===== src/design/dtgsp_pkg.sv =====
// Shared types, constants and register map of the depth-to-ground-slice block.
`default_nettype none
package dtgsp_pkg;

    // Field types
    typedef logic        [11:0] t_pix_coord;
    typedef logic        [15:0] t_depth;
    typedef logic        [12:0] t_fwd;
    typedef logic signed [12:0] t_lat;
    typedef logic        [23:0] t_recip;
    typedef logic        [15:0] t_center;
    typedef logic signed [10:0] t_height;

    // Block constants
    localparam int SUBSAMPLE_STRIDE  = 8;     // 1..64
    localparam int CAMERA_FORWARD_MM = 700;   // 0..2000
    localparam int CAMERA_HEIGHT_MM  = 210;   // 0..2000
    localparam int LATERAL_HALF_MM   = 1000;  // 1..4095
    localparam int DEPTH_MIN_EXCL    = 100;
    localparam int DEPTH_MAX_INCL    = 6000;

    // Stride test: floor(u / STRIDE) = (u * STRIDE_RECIP) >> STRIDE_SHIFT, exact for 12-bit u
    localparam int STRIDE_SHIFT = 24;
    localparam logic [24:0] STRIDE_RECIP =
        25'(((64'd1 << STRIDE_SHIFT) + 64'(SUBSAMPLE_STRIDE) - 64'd1) / 64'(SUBSAMPLE_STRIDE));

    // Q0.24 reciprocal times 1/16 pixel steps
    localparam int BP_SHIFT = 28;

    // Register map
    localparam int CFG_ADDR_W = 5;
    typedef logic [2:0] t_reg_idx;
    localparam t_reg_idx REG_FOCAL_RECIP_X = 3'd0;
    localparam t_reg_idx REG_FOCAL_RECIP_Y = 3'd1;
    localparam t_reg_idx REG_CENTER_U      = 3'd2;
    localparam t_reg_idx REG_CENTER_V      = 3'd3;
    localparam t_reg_idx REG_HEIGHT_MIN    = 3'd4;
    localparam t_reg_idx REG_HEIGHT_MAX    = 3'd5;
    localparam t_reg_idx REG_FORWARD_MIN   = 3'd6;
    localparam t_reg_idx REG_FORWARD_MAX   = 3'd7;

    localparam t_height RST_HEIGHT_MIN  = -11'sd20;
    localparam t_height RST_HEIGHT_MAX  = 11'sd80;
    localparam t_fwd    RST_FORWARD_MIN = 13'd300;
    localparam t_fwd    RST_FORWARD_MAX = 13'd3000;

endpackage
`default_nettype wire


===== src/design/dtgsp_if.sv =====
// Handshake channels: depth pixel in, ground point out.
`default_nettype none
interface dtgsp_pix_if;
    logic                 valid;
    logic                 ready;
    dtgsp_pkg::t_pix_coord pixel_column;
    dtgsp_pkg::t_pix_coord pixel_row;
    logic                 depth_finite;
    dtgsp_pkg::t_depth    depth_mm;

    modport source (output valid, pixel_column, pixel_row, depth_finite, depth_mm,
                    input ready);
    modport sink   (input valid, pixel_column, pixel_row, depth_finite, depth_mm,
                    output ready);
endinterface

interface dtgsp_pt_if;
    logic              valid;
    logic              ready;
    dtgsp_pkg::t_fwd   forward_mm;
    dtgsp_pkg::t_lat   lateral_mm;

    modport source (output valid, forward_mm, lateral_mm, input ready);
    modport sink   (input valid, forward_mm, lateral_mm, output ready);
endinterface
`default_nettype wire


===== src/design/depth_to_ground_slice_points.sv =====
// Depth pixel back-projection to ground-slice points, four-stage pipeline.
//
// Usage:
//   i_pix carries one depth pixel per item (column, row, finite flag, depth in mm).
//   o_pt carries one ground point per kept pixel (forward mm, lateral mm).
//   Pixels off the stride grid, non-finite, outside (100, 6000] mm, or whose
//   point falls outside the height/forward/lateral windows give no item.
//   No items come out while either focal reciprocal is zero.
//   The APB port sets the eight registers; write them only while idle.
// Timing:
//   An accepted pixel is registered in stages 1, 2, 3 and 4 in order, and
//   o_pt.valid is the stage 4 valid register. One item per cycle is sustained
//   while o_pt.ready stays high; the stage split follows the two-multiplier
//   chain per axis (|diff| x depth, then x reciprocal), one of them per stage.
// Stall / reset:
//   Each stage loads when it is empty or its successor loads, so bubbles
//   collapse and a stalled o_pt holds its item while earlier stages fill.
//   i_pix.ready drops only when all four stages hold items.
//   Synchronous reset empties the pipe and restores register defaults.
`default_nettype none
module depth_to_ground_slice_points (
    input  wire                              i_clk,
    input  wire                              i_rst_n,
    dtgsp_pix_if.sink                        i_pix,
    dtgsp_pt_if.source                       o_pt,
    input  wire                              psel,
    input  wire                              penable,
    input  wire                              pwrite,
    input  wire [dtgsp_pkg::CFG_ADDR_W-1:0]  paddr,
    input  wire [31:0]                       pwdata,
    output logic [31:0]                      prdata,
    output logic                             pready
);
    import dtgsp_pkg::*;

    // ---------------- configuration registers ----------------
    t_recip  r_recip_x, r_recip_y;
    t_center r_center_u, r_center_v;
    t_height r_height_min, r_height_max;
    t_fwd    r_forward_min, r_forward_max;

    logic     cfg_wr;
    t_reg_idx cfg_idx;

    assign pready  = 1'b1;
    assign cfg_wr  = psel && penable && pwrite;
    assign cfg_idx = paddr[4:2];

    always_ff @(posedge i_clk) begin
        if (!i_rst_n) begin
            r_recip_x     <= '0;
            r_recip_y     <= '0;
            r_center_u    <= '0;
            r_center_v    <= '0;
            r_height_min  <= RST_HEIGHT_MIN;
            r_height_max  <= RST_HEIGHT_MAX;
            r_forward_min <= RST_FORWARD_MIN;
            r_forward_max <= RST_FORWARD_MAX;
        end else if (cfg_wr) begin
            unique case (cfg_idx)
                REG_FOCAL_RECIP_X: r_recip_x     <= pwdata[23:0];
                REG_FOCAL_RECIP_Y: r_recip_y     <= pwdata[23:0];
                REG_CENTER_U:      r_center_u    <= pwdata[15:0];
                REG_CENTER_V:      r_center_v    <= pwdata[15:0];
                REG_HEIGHT_MIN:    r_height_min  <= t_height'(pwdata[10:0]);
                REG_HEIGHT_MAX:    r_height_max  <= t_height'(pwdata[10:0]);
                REG_FORWARD_MIN:   r_forward_min <= pwdata[12:0];
                REG_FORWARD_MAX:   r_forward_max <= pwdata[12:0];
                default: ;
            endcase
        end
    end

    always_comb begin
        unique case (cfg_idx)
            REG_FOCAL_RECIP_X: prdata = {8'd0, r_recip_x};
            REG_FOCAL_RECIP_Y: prdata = {8'd0, r_recip_y};
            REG_CENTER_U:      prdata = {16'd0, r_center_u};
            REG_CENTER_V:      prdata = {16'd0, r_center_v};
            REG_HEIGHT_MIN:    prdata = {21'd0, r_height_min};
            REG_HEIGHT_MAX:    prdata = {21'd0, r_height_max};
            REG_FORWARD_MIN:   prdata = {19'd0, r_forward_min};
            REG_FORWARD_MAX:   prdata = {19'd0, r_forward_max};
            default:           prdata = '0;
        endcase
    end

    // ---------------- stage enables ----------------
    logic r_v1, r_v2, r_v3, r_v4;
    logic en1, en2, en3, en4;

    assign en4 = !r_v4 || o_pt.ready;
    assign en3 = !r_v3 || en4;
    assign en2 = !r_v2 || en3;
    assign en1 = !r_v1 || en2;
    assign i_pix.ready = en1;

    // ---------------- stage 1: pre-filter, |16u - cu|, stride quotient ----------------
    logic               pre_ok;
    logic signed [16:0] diff_x, diff_y;
    logic        [36:0] quo_u_full, quo_v_full;

    assign pre_ok = (r_recip_x != '0) && (r_recip_y != '0) && i_pix.depth_finite
                    && (i_pix.depth_mm > 16'(DEPTH_MIN_EXCL))
                    && (i_pix.depth_mm <= 16'(DEPTH_MAX_INCL));
    assign diff_x = $signed({1'b0, i_pix.pixel_column, 4'd0}) - $signed({1'b0, r_center_u});
    assign diff_y = $signed({1'b0, i_pix.pixel_row, 4'd0})    - $signed({1'b0, r_center_v});
    assign quo_u_full = 37'(i_pix.pixel_column) * 37'(STRIDE_RECIP);
    assign quo_v_full = 37'(i_pix.pixel_row)    * 37'(STRIDE_RECIP);

    logic        [15:0] r_mag_x1, r_mag_y1;
    logic               r_neg_x1, r_neg_y1;
    logic        [12:0] r_d1;
    t_pix_coord         r_u1, r_v1c, r_qu1, r_qv1;

    always_ff @(posedge i_clk) begin
        if (!i_rst_n) begin
            r_v1 <= 1'b0;
        end else if (en1) begin
            r_v1 <= i_pix.valid && pre_ok;
        end
    end

    always_ff @(posedge i_clk) begin
        if (en1) begin
            r_neg_x1 <= diff_x[16];
            r_neg_y1 <= diff_y[16];
            r_mag_x1 <= diff_x[16] ? 16'(-diff_x) : diff_x[15:0];
            r_mag_y1 <= diff_y[16] ? 16'(-diff_y) : diff_y[15:0];
            r_d1     <= i_pix.depth_mm[12:0];    // kept depths fit 13 bits
            r_u1     <= i_pix.pixel_column;
            r_v1c    <= i_pix.pixel_row;
            r_qu1    <= quo_u_full[STRIDE_SHIFT +: 12];
            r_qv1    <= quo_v_full[STRIDE_SHIFT +: 12];
        end
    end

    // ---------------- stage 2: stride check, |diff| x depth ----------------
    logic        on_stride;
    logic [18:0] back_u, back_v;

    assign back_u    = 19'(r_qu1) * 19'(SUBSAMPLE_STRIDE);
    assign back_v    = 19'(r_qv1) * 19'(SUBSAMPLE_STRIDE);
    assign on_stride = (back_u == 19'(r_u1)) && (back_v == 19'(r_v1c));

    logic [28:0] r_pd_x2, r_pd_y2;
    logic        r_neg_x2, r_neg_y2;
    logic [12:0] r_d2;

    always_ff @(posedge i_clk) begin
        if (!i_rst_n) begin
            r_v2 <= 1'b0;
        end else if (en2) begin
            r_v2 <= r_v1 && on_stride;
        end
    end

    always_ff @(posedge i_clk) begin
        if (en2) begin
            r_pd_x2  <= 29'(r_mag_x1) * 29'(r_d1);
            r_pd_y2  <= 29'(r_mag_y1) * 29'(r_d1);
            r_neg_x2 <= r_neg_x1;
            r_neg_y2 <= r_neg_y1;
            r_d2     <= r_d1;
        end
    end

    // ---------------- stage 3: x reciprocal, truncate ----------------
    logic [52:0] full_x, full_y;

    assign full_x = 53'(r_pd_x2) * 53'(r_recip_x);
    assign full_y = 53'(r_pd_y2) * 53'(r_recip_y);

    logic [24:0] r_qx3, r_qy3;
    logic        r_neg_x3, r_neg_y3;
    logic [12:0] r_d3;

    always_ff @(posedge i_clk) begin
        if (!i_rst_n) begin
            r_v3 <= 1'b0;
        end else if (en3) begin
            r_v3 <= r_v2;
        end
    end

    always_ff @(posedge i_clk) begin
        if (en3) begin
            r_qx3    <= full_x[BP_SHIFT +: 25];
            r_qy3    <= full_y[BP_SHIFT +: 25];
            r_neg_x3 <= r_neg_x2;
            r_neg_y3 <= r_neg_y2;
            r_d3     <= r_d2;
        end
    end

    // ---------------- stage 4: signs, windows, output register ----------------
    // lateral = -lx; magnitude truncated toward zero so sign just flips.
    logic signed [25:0] lat;
    logic signed [26:0] hgt;
    logic        [13:0] fwd;
    logic               win_ok;

    assign lat = r_neg_x3 ? $signed({1'b0, r_qx3}) : -$signed({1'b0, r_qx3});
    assign hgt = r_neg_y3 ? 27'(CAMERA_HEIGHT_MM) + $signed({2'b0, r_qy3})
                          : 27'(CAMERA_HEIGHT_MM) - $signed({2'b0, r_qy3});
    assign fwd = 14'(r_d3) + 14'(CAMERA_FORWARD_MM);
    assign win_ok = (hgt >= 27'(r_height_min)) && (hgt <= 27'(r_height_max))
                    && (fwd >= 14'(r_forward_min)) && (fwd <= 14'(r_forward_max))
                    && (r_qx3 <= 25'(LATERAL_HALF_MM));

    t_fwd r_fwd4;
    t_lat r_lat4;

    always_ff @(posedge i_clk) begin
        if (!i_rst_n) begin
            r_v4 <= 1'b0;
        end else if (en4) begin
            r_v4 <= r_v3 && win_ok;
        end
    end

    always_ff @(posedge i_clk) begin
        if (en4) begin
            r_fwd4 <= fwd[12:0];
            r_lat4 <= lat[12:0];
        end
    end

    assign o_pt.valid      = r_v4;
    assign o_pt.forward_mm = r_fwd4;
    assign o_pt.lateral_mm = r_lat4;

endmodule
`default_nettype wire


===== src/flat_wrapper.sv =====
// flat-port wrapper written by rule: the top's interface ports become plain ports
module depth_to_ground_slice_points_flat import dtgsp_pkg::*;
  (i_clk, i_rst_n, psel, penable, pwrite, paddr, pwdata, prdata, pready, i_pix_valid, i_pix_pixel_column, i_pix_pixel_row, i_pix_depth_finite, i_pix_depth_mm, i_pix_ready, o_pt_valid, o_pt_forward_mm, o_pt_lateral_mm, o_pt_ready);
  dtgsp_pix_if i_pix_i ();
  dtgsp_pt_if o_pt_i ();
  input  wire i_clk;
  input  wire i_rst_n;
  input  wire psel;
  input  wire penable;
  input  wire pwrite;
  input  wire [dtgsp_pkg::CFG_ADDR_W-1:0] paddr;
  input  wire [31:0] pwdata;
  output logic [31:0] prdata;
  output logic pready;
  input wire logic [$bits(i_pix_i.valid)-1:0] i_pix_valid;
  input wire logic [$bits(i_pix_i.pixel_column)-1:0] i_pix_pixel_column;
  input wire logic [$bits(i_pix_i.pixel_row)-1:0] i_pix_pixel_row;
  input wire logic [$bits(i_pix_i.depth_finite)-1:0] i_pix_depth_finite;
  input wire logic [$bits(i_pix_i.depth_mm)-1:0] i_pix_depth_mm;
  output wire logic [$bits(i_pix_i.ready)-1:0] i_pix_ready;
  output wire logic [$bits(o_pt_i.valid)-1:0] o_pt_valid;
  output wire logic [$bits(o_pt_i.forward_mm)-1:0] o_pt_forward_mm;
  output wire logic [$bits(o_pt_i.lateral_mm)-1:0] o_pt_lateral_mm;
  input wire logic [$bits(o_pt_i.ready)-1:0] o_pt_ready;
  assign i_pix_i.valid = i_pix_valid;
  assign i_pix_i.pixel_column = i_pix_pixel_column;
  assign i_pix_i.pixel_row = i_pix_pixel_row;
  assign i_pix_i.depth_finite = i_pix_depth_finite;
  assign i_pix_i.depth_mm = i_pix_depth_mm;
  assign i_pix_ready = i_pix_i.ready;
  assign o_pt_valid = o_pt_i.valid;
  assign o_pt_forward_mm = o_pt_i.forward_mm;
  assign o_pt_lateral_mm = o_pt_i.lateral_mm;
  assign o_pt_i.ready = o_pt_ready;
  depth_to_ground_slice_points u_core (.i_clk(i_clk), .i_rst_n(i_rst_n), .i_pix(i_pix_i), .o_pt(o_pt_i), .psel(psel), .penable(penable), .pwrite(pwrite), .paddr(paddr), .pwdata(pwdata), .prdata(prdata), .pready(pready));
endmodule

===== config.mk =====
export PLATFORM = sky130hd
export DESIGN_NAME = depth_to_ground_slice_points_flat
export DESIGN_NICKNAME = d
export VERILOG_FILES = /design/src/design/dtgsp_pkg.sv /design/src/design/dtgsp_if.sv /design/src/design/depth_to_ground_slice_points.sv /design/src/flat_wrapper.sv
export SDC_FILE = /design/constraint.sdc
export NUM_CORES = 2
export LEC_CHECK = 0
export BUFFER_PORTS_ARGS = -buffer_cell sky130_fd_sc_hd__buf_2
export CAP_MARGIN = 30
export CORE_MARGIN = 3
export CORE_UTILIZATION = 52
export CTS_BUF_LIST = sky130_fd_sc_hd__clkbuf_8
export CTS_CLUSTER_DIAMETER = 200
export DETAILED_ROUTE_END_ITERATION = 10
export PLACE_DENSITY = 0.68
export SLEW_MARGIN = 40
export SYNTH_ARGS = -nofsm -noshare
export SYNTH_HDL_FRONTEND = slang
export SYNTH_SLANG_ARGS = --single-unit

===== constraint.sdc =====
create_clock -name i_clk -period 12.08 [get_ports i_clk]
set_input_delay 0.604 -clock i_clk [delete_from_list [all_inputs] [get_ports i_clk]]
set_output_delay 0.604 -clock i_clk [all_outputs]
set_load 0.02 [all_outputs]

### Yosys cells after proc, flatten, opt, wreduce, memory -nomap -nowiden

Cells that the tools add are included.

* mux-type cells: 5
* equality and inequality tests: 9
* add/sub/neg operators: 8
* $lt $le $gt $ge: 7
* reduce and logical (&&, ||, !) cells: 33
* multiply operators: 4

Operators by type and width (number)
* $pmux 32 s8: 1
* $mul 29x24->53: 2
* $mul 16x13->29: 2
* $reduce_bool 24->1: 2
* $sub 16x16->17: 2
* $mux 16: 2
* $neg 16->16: 2
* $ge 27x11->1: 1
* $le 27x11->1: 1
* $mux 27: 1
* $add 8x25->26 const A: 1
* $sub 8x25->26 const A: 1
* $le 25x10->1 const B: 1
* $eq 12x12->1: 2
* $gt 16x7->1 const B: 1
* $le 16x13->1 const B: 1
* $reduce_and 2->1: 8
* $add 13x10->14 const B: 1
* $ge 14x13->1: 1
* $le 14x13->1: 1
* $logic_and 1x1->1: 14
* $mux 13: 1
* $neg 13->13: 1
* $eq 3x3->1 const B: 4
* 5 further kinds: 12

* word-level logic and storage cells: 99
* output and inout port bits: 61
* bits in registers: 385

### Depth between registers and ports, before layout

* depth after elaboration: 8
* gate-level depth with buffers: 28
* gate-level depth less buffers: 26

### Worst setup path before layout

OpenSTA, ideal clock, no wires.

* kind: reg-to-reg
* from: register u_core.r_recip_y[1]
* to: register u_core.r_qy3[21] (data pin)
* cell stages (with the launch flop): 27
* library setup time: 259 ps
* period minus slack after synthesis: 7609 ps
* slack: 4471 ps
* required time: 11821 ps
* arrival: 7350 ps
* path buffers: 2
* cells stage by stage: dfxtp_1 -> clkbuf_1 -> clkbuf_1 -> and2_1 -> fa_1 -> fa_1 -> inv_1 -> fa_1 -> fa_1 -> fa_1 -> inv_1 -> fa_1 -> inv_1 -> fa_1 -> inv_1 -> ha_1 -> a21o_1 -> a21o_1 -> a2111oi_2 -> o211ai_1 -> a221oi_2 -> o21ai_2 -> a41o_1 -> a221o_1 -> a221o_1 -> a21oi_2 -> xnor2_1

* longest elaborated chain between the ends: 1

RTL lines
* start: declaration: RTL line depth_to_ground_slice_points.sv:37 `t_recip r_recip_x, r_recip_y;`
* start signal: assignment: RTL line depth_to_ground_slice_points.sv:62 `REG_FOCAL_RECIP_Y: r_recip_y <= pwdata[23:0];`
* $mul 29x24->53: RTL line depth_to_ground_slice_points.sv:172 `assign full_y = 53'(r_pd_y2) * 53'(r_recip_y);`
* named net u_core.full_y[49]: RTL line depth_to_ground_slice_points.sv:169 `logic [52:0] full_x, full_y;`
* end signal: assignment: RTL line depth_to_ground_slice_points.sv:189 `r_qy3 <= full_y[BP_SHIFT +: 25];`
* end: declaration: RTL line depth_to_ground_slice_points.sv:174 `logic [24:0] r_qx3, r_qy3;`

The timed path passes the listed nets, and every way through them passes these cells.
A chain may end at the register's enable or synchronous reset.

### Worst setup path in the final report

* from: register u_core.r_recip_x[3]
* to: register u_core.r_qx3[18] (data pin)

* longest elaborated chain between the ends: 1

RTL lines
* start: declaration: RTL line depth_to_ground_slice_points.sv:37
* start signal: assignment: RTL line depth_to_ground_slice_points.sv:61 `REG_FOCAL_RECIP_X: r_recip_x <= pwdata[23:0];`
* $mul 29x24->53: RTL line depth_to_ground_slice_points.sv:171 `assign full_x = 53'(r_pd_x2) * 53'(r_recip_x);`
* named net u_core.full_x[46]: RTL line depth_to_ground_slice_points.sv:169
* end signal: assignment: RTL line depth_to_ground_slice_points.sv:188 `r_qx3 <= full_x[BP_SHIFT +: 25];`
* end: declaration: RTL line depth_to_ground_slice_points.sv:174

The timed path passes the listed nets, and every way through them passes these cells.

==> qor.yml <==
detailed_routing:
  routed_wl_um: 203000
  via_per_inst: 5.54
  routedWlPerCell_um: 20.6
  drt.antenna.violating_nets: 0
  drc: 0
  first_iter_violations: 4415
  drt-pass1-iter-count: 6
  vias: 54560
floorplan:
  num_io_pins: 146
  placementRows: 137
  dieArea_um2: 146000
  dieWidth_um: 382
  initial_core_util: 0.525
  core_um2: 140000
  die_h_um: 382
sta:
  fin_skew_ps: 74.7
  timing.final.crit_share: 0.759
  layout_setup_ws_ps: 2910
  hold_violations: 0
  relSlewSlack: 0.345
  worst_pin_slew_ps: 973
  slew_viol_final: 0
  period_minus_slack_ps: 9170
  fin_tns_setup_ps: 0
  rsz0062_at_grt: "no"
  fmax_ghz: 0.109
  finalSetupViolations: 0
clock_network:
  clock_path_buffers: 3
  cts.sinks: 349
  cts.htree.levels: 3
  cts_buffers: 66
  postCtsHoldBufs: 0
  cts_root_buffer: "clkbuf_8"
  cts_tree: "built"
  path_clk_slew_ps: 70
  insertion_delay_ps: 690
  post_cts_buffers: 0
  cts_resized: 0
worst_setup_path:
  endpoint_kind: "flop"
  worst-setup-path-type: "flop to flop"
  crit_required_ps: 12460
  cp_max_fo: 19
  critPathLaunchType: "flop"
  crit_path_max_incr_delay_ps: 890
  crit_top_cell: "fa_1"
  critPathSlowestCell: "dfxtp_1"
  crit_arrival_ps: 9550
global_route:
  grtUsageTotal: 0.285
  grt_max_degree: 110
  grt_pass1_wl_um: 323000
  grt_antenna_before_repair: 27
  grt_pass1_vias: 58008
  gr-total-overflow: 0
finish:
  drive_above_1_share: 0.0518
  final_cell_area_um2: 77200
  finalNetCount: 10091
  postLayoutCoreUtil: 0.552
  area_growth_pct: 5.19
placement:
  dp_slack_ps: 3010
  io_buffers: 126
  place_area_um2: 75900
  hpwl_um: 152000
  gp_congestion: 0.964
job:
  maxCapViolCount: 0
synthesis:
  ys_seq_elements: 349
  synth_area_leader_cell: "fa_1"
  synth_warnings: 0
  synth-edff-count: 217
  synthCells: 7994
  yosysMostFrequentCell: "inv_1"
  netlist.area_leader.share: 0.406
  yosysUniqueCellTypes: 74
  synthArstFlopShare: 0
  synth_area_leaders: "fa_1, ha_1, edfxtp_1"
  ys_seq_area_frac: 0.125
  avgSynthCellArea_um2: 9.18
  ys_top_cells_by_count: "inv_1, fa_1, nand2_1"
  synth_top_flop_cell: "edfxtp_1"
  synth_area_um2: 73400
power:
  power_density_nw_per_um2: 141
  finalPower_mw: 10.9
  leakagePower_nw: 38.8
  max-vdd-ir-drop_uv: 942
outcome:
  status: "finished clean"
worst_hold_path:
  min_path_type: "input port to flop"
[registers in the layout, summed over array words and instances (netlist names), 16 cells and up]
register           count
u_core.r_qy3          25
u_core.r_center_u     16
u_core.r_pd_x2        29
u_core.r_recip_x      24
u_core.r_mag_y1       16
u_core.r_pd_y2        29
u_core.r_qx3          25
u_core.r_mag_x1       16
u_core.r_recip_y      24
u_core.r_center_v     16
[worst max-delay path, delay by kind of cell (launching register included)]
family | cells | cell delay [ps]
simple gates | 4 | 1610
fa+ha+maj | 8 | 3830
xor+xnor | 1 | 90
flops | 1 | 890
compound gates | 6 | 1760
buf+inv | 6 | 700
[stage by stage]
stage / std cells / hold slack (ps)
floorplan: 8001 / 400
global placement: 9710 / 401
detailed placement: 9714 / 405
CTS: 9831 / 93.9
global route: 9839 / 110
finish: 9844 / 140
[power by group]
part / internal, mW / switching [mW] / leakage (nW)
Clock: 0.599 / 0.557 / 0.711
Combinational: 2.90 / 4.91 / 34.5
Sequential: 1.77 / 0.177 / 3.50
[worst paths after layout]
kind | slack, ps | depth (start not counted) | from | endpoint
worst max-delay path | 2910 | 25 | u_core.r_recip_x[3]$_SDFFE_PN0P_ | u_core.r_qx3[18]$_DFFE_PP_
worst min register to register | 420 | 0 | u_core.r_d2[0]$_DFFE_PP_ | u_core.r_d3[0]$_DFFE_PP_
worst max register to register | 2910 | 25 | u_core.r_recip_x[3]$_SDFFE_PN0P_ | u_core.r_qx3[18]$_DFFE_PP_
worst min-delay path | 140 | 1 | i_pix_pixel_row[1] | u_core.r_v1c[1]$_DFFE_PP_
[logic make-up (layout without fill, tap and decap cells)]
| family | Yosys count | in the layout | share of synthesized area |
|---|---|---|---|
| buffers and inverters | 2153 | 2107 | 0.111 |
| flip-flops | 349 | 349 | 0.125 |
| AO/OA/AOI/OAI | 618 | 618 | 0.0555 |
| AND/OR/NAND/NOR | 2540 | 2540 | 0.168 |
| adder cells (fa/ha/maj) | 2100 | 2100 | 0.510 |
| multiplexers | 36 | 36 | 0.00699 |
| other | 2 | 22 | 0.000102 |
| XOR/XNOR | 196 | 196 | 0.0234 |
[cell usage in the layout (no fill, tap or decap), drive strengths merged, types with 28 or more instances in the layout]
master and instances:
and2 862, fa 1490, xor2 76, inv 1747
dfxtp 132, nand2 1267, a21o 73, nor2 142
xnor2 120, o21ai 94, nor2b 33, nor3 43
clkbuf 75, nand3 45, a21oi 165, edfxtp 217
nand2b 28, ha 610, buf 256, a21boi 110
[final cells by class]
class                   count  area (um^2)
clock inverters            42          255
fillers                 12536        62700
repair buffers            256         1640
clock buffers              75         1030
well taps                1876         2350
multi-input cells        5499        56200
diodes                     13         32.5
inverters                1734         6510
flip-flops and latches    349         9180
[metal layers]
metal | global-route usage | vias up | part of all wire | wire, um
met5 | 0 | - | 0.00018 | 36
met4 | 0.115 | 6 | 0.045 | 9160
met3 | 0.0664 | 493 | 0.11 | 22000
met2 | 0.451 | 2549 | 0.45 | 92200
met1 | 0.378 | 27764 | 0.39 | 79500
li1 | - | 23748 | - | -
Note: power is estimated with default switching activity, not from simulation.
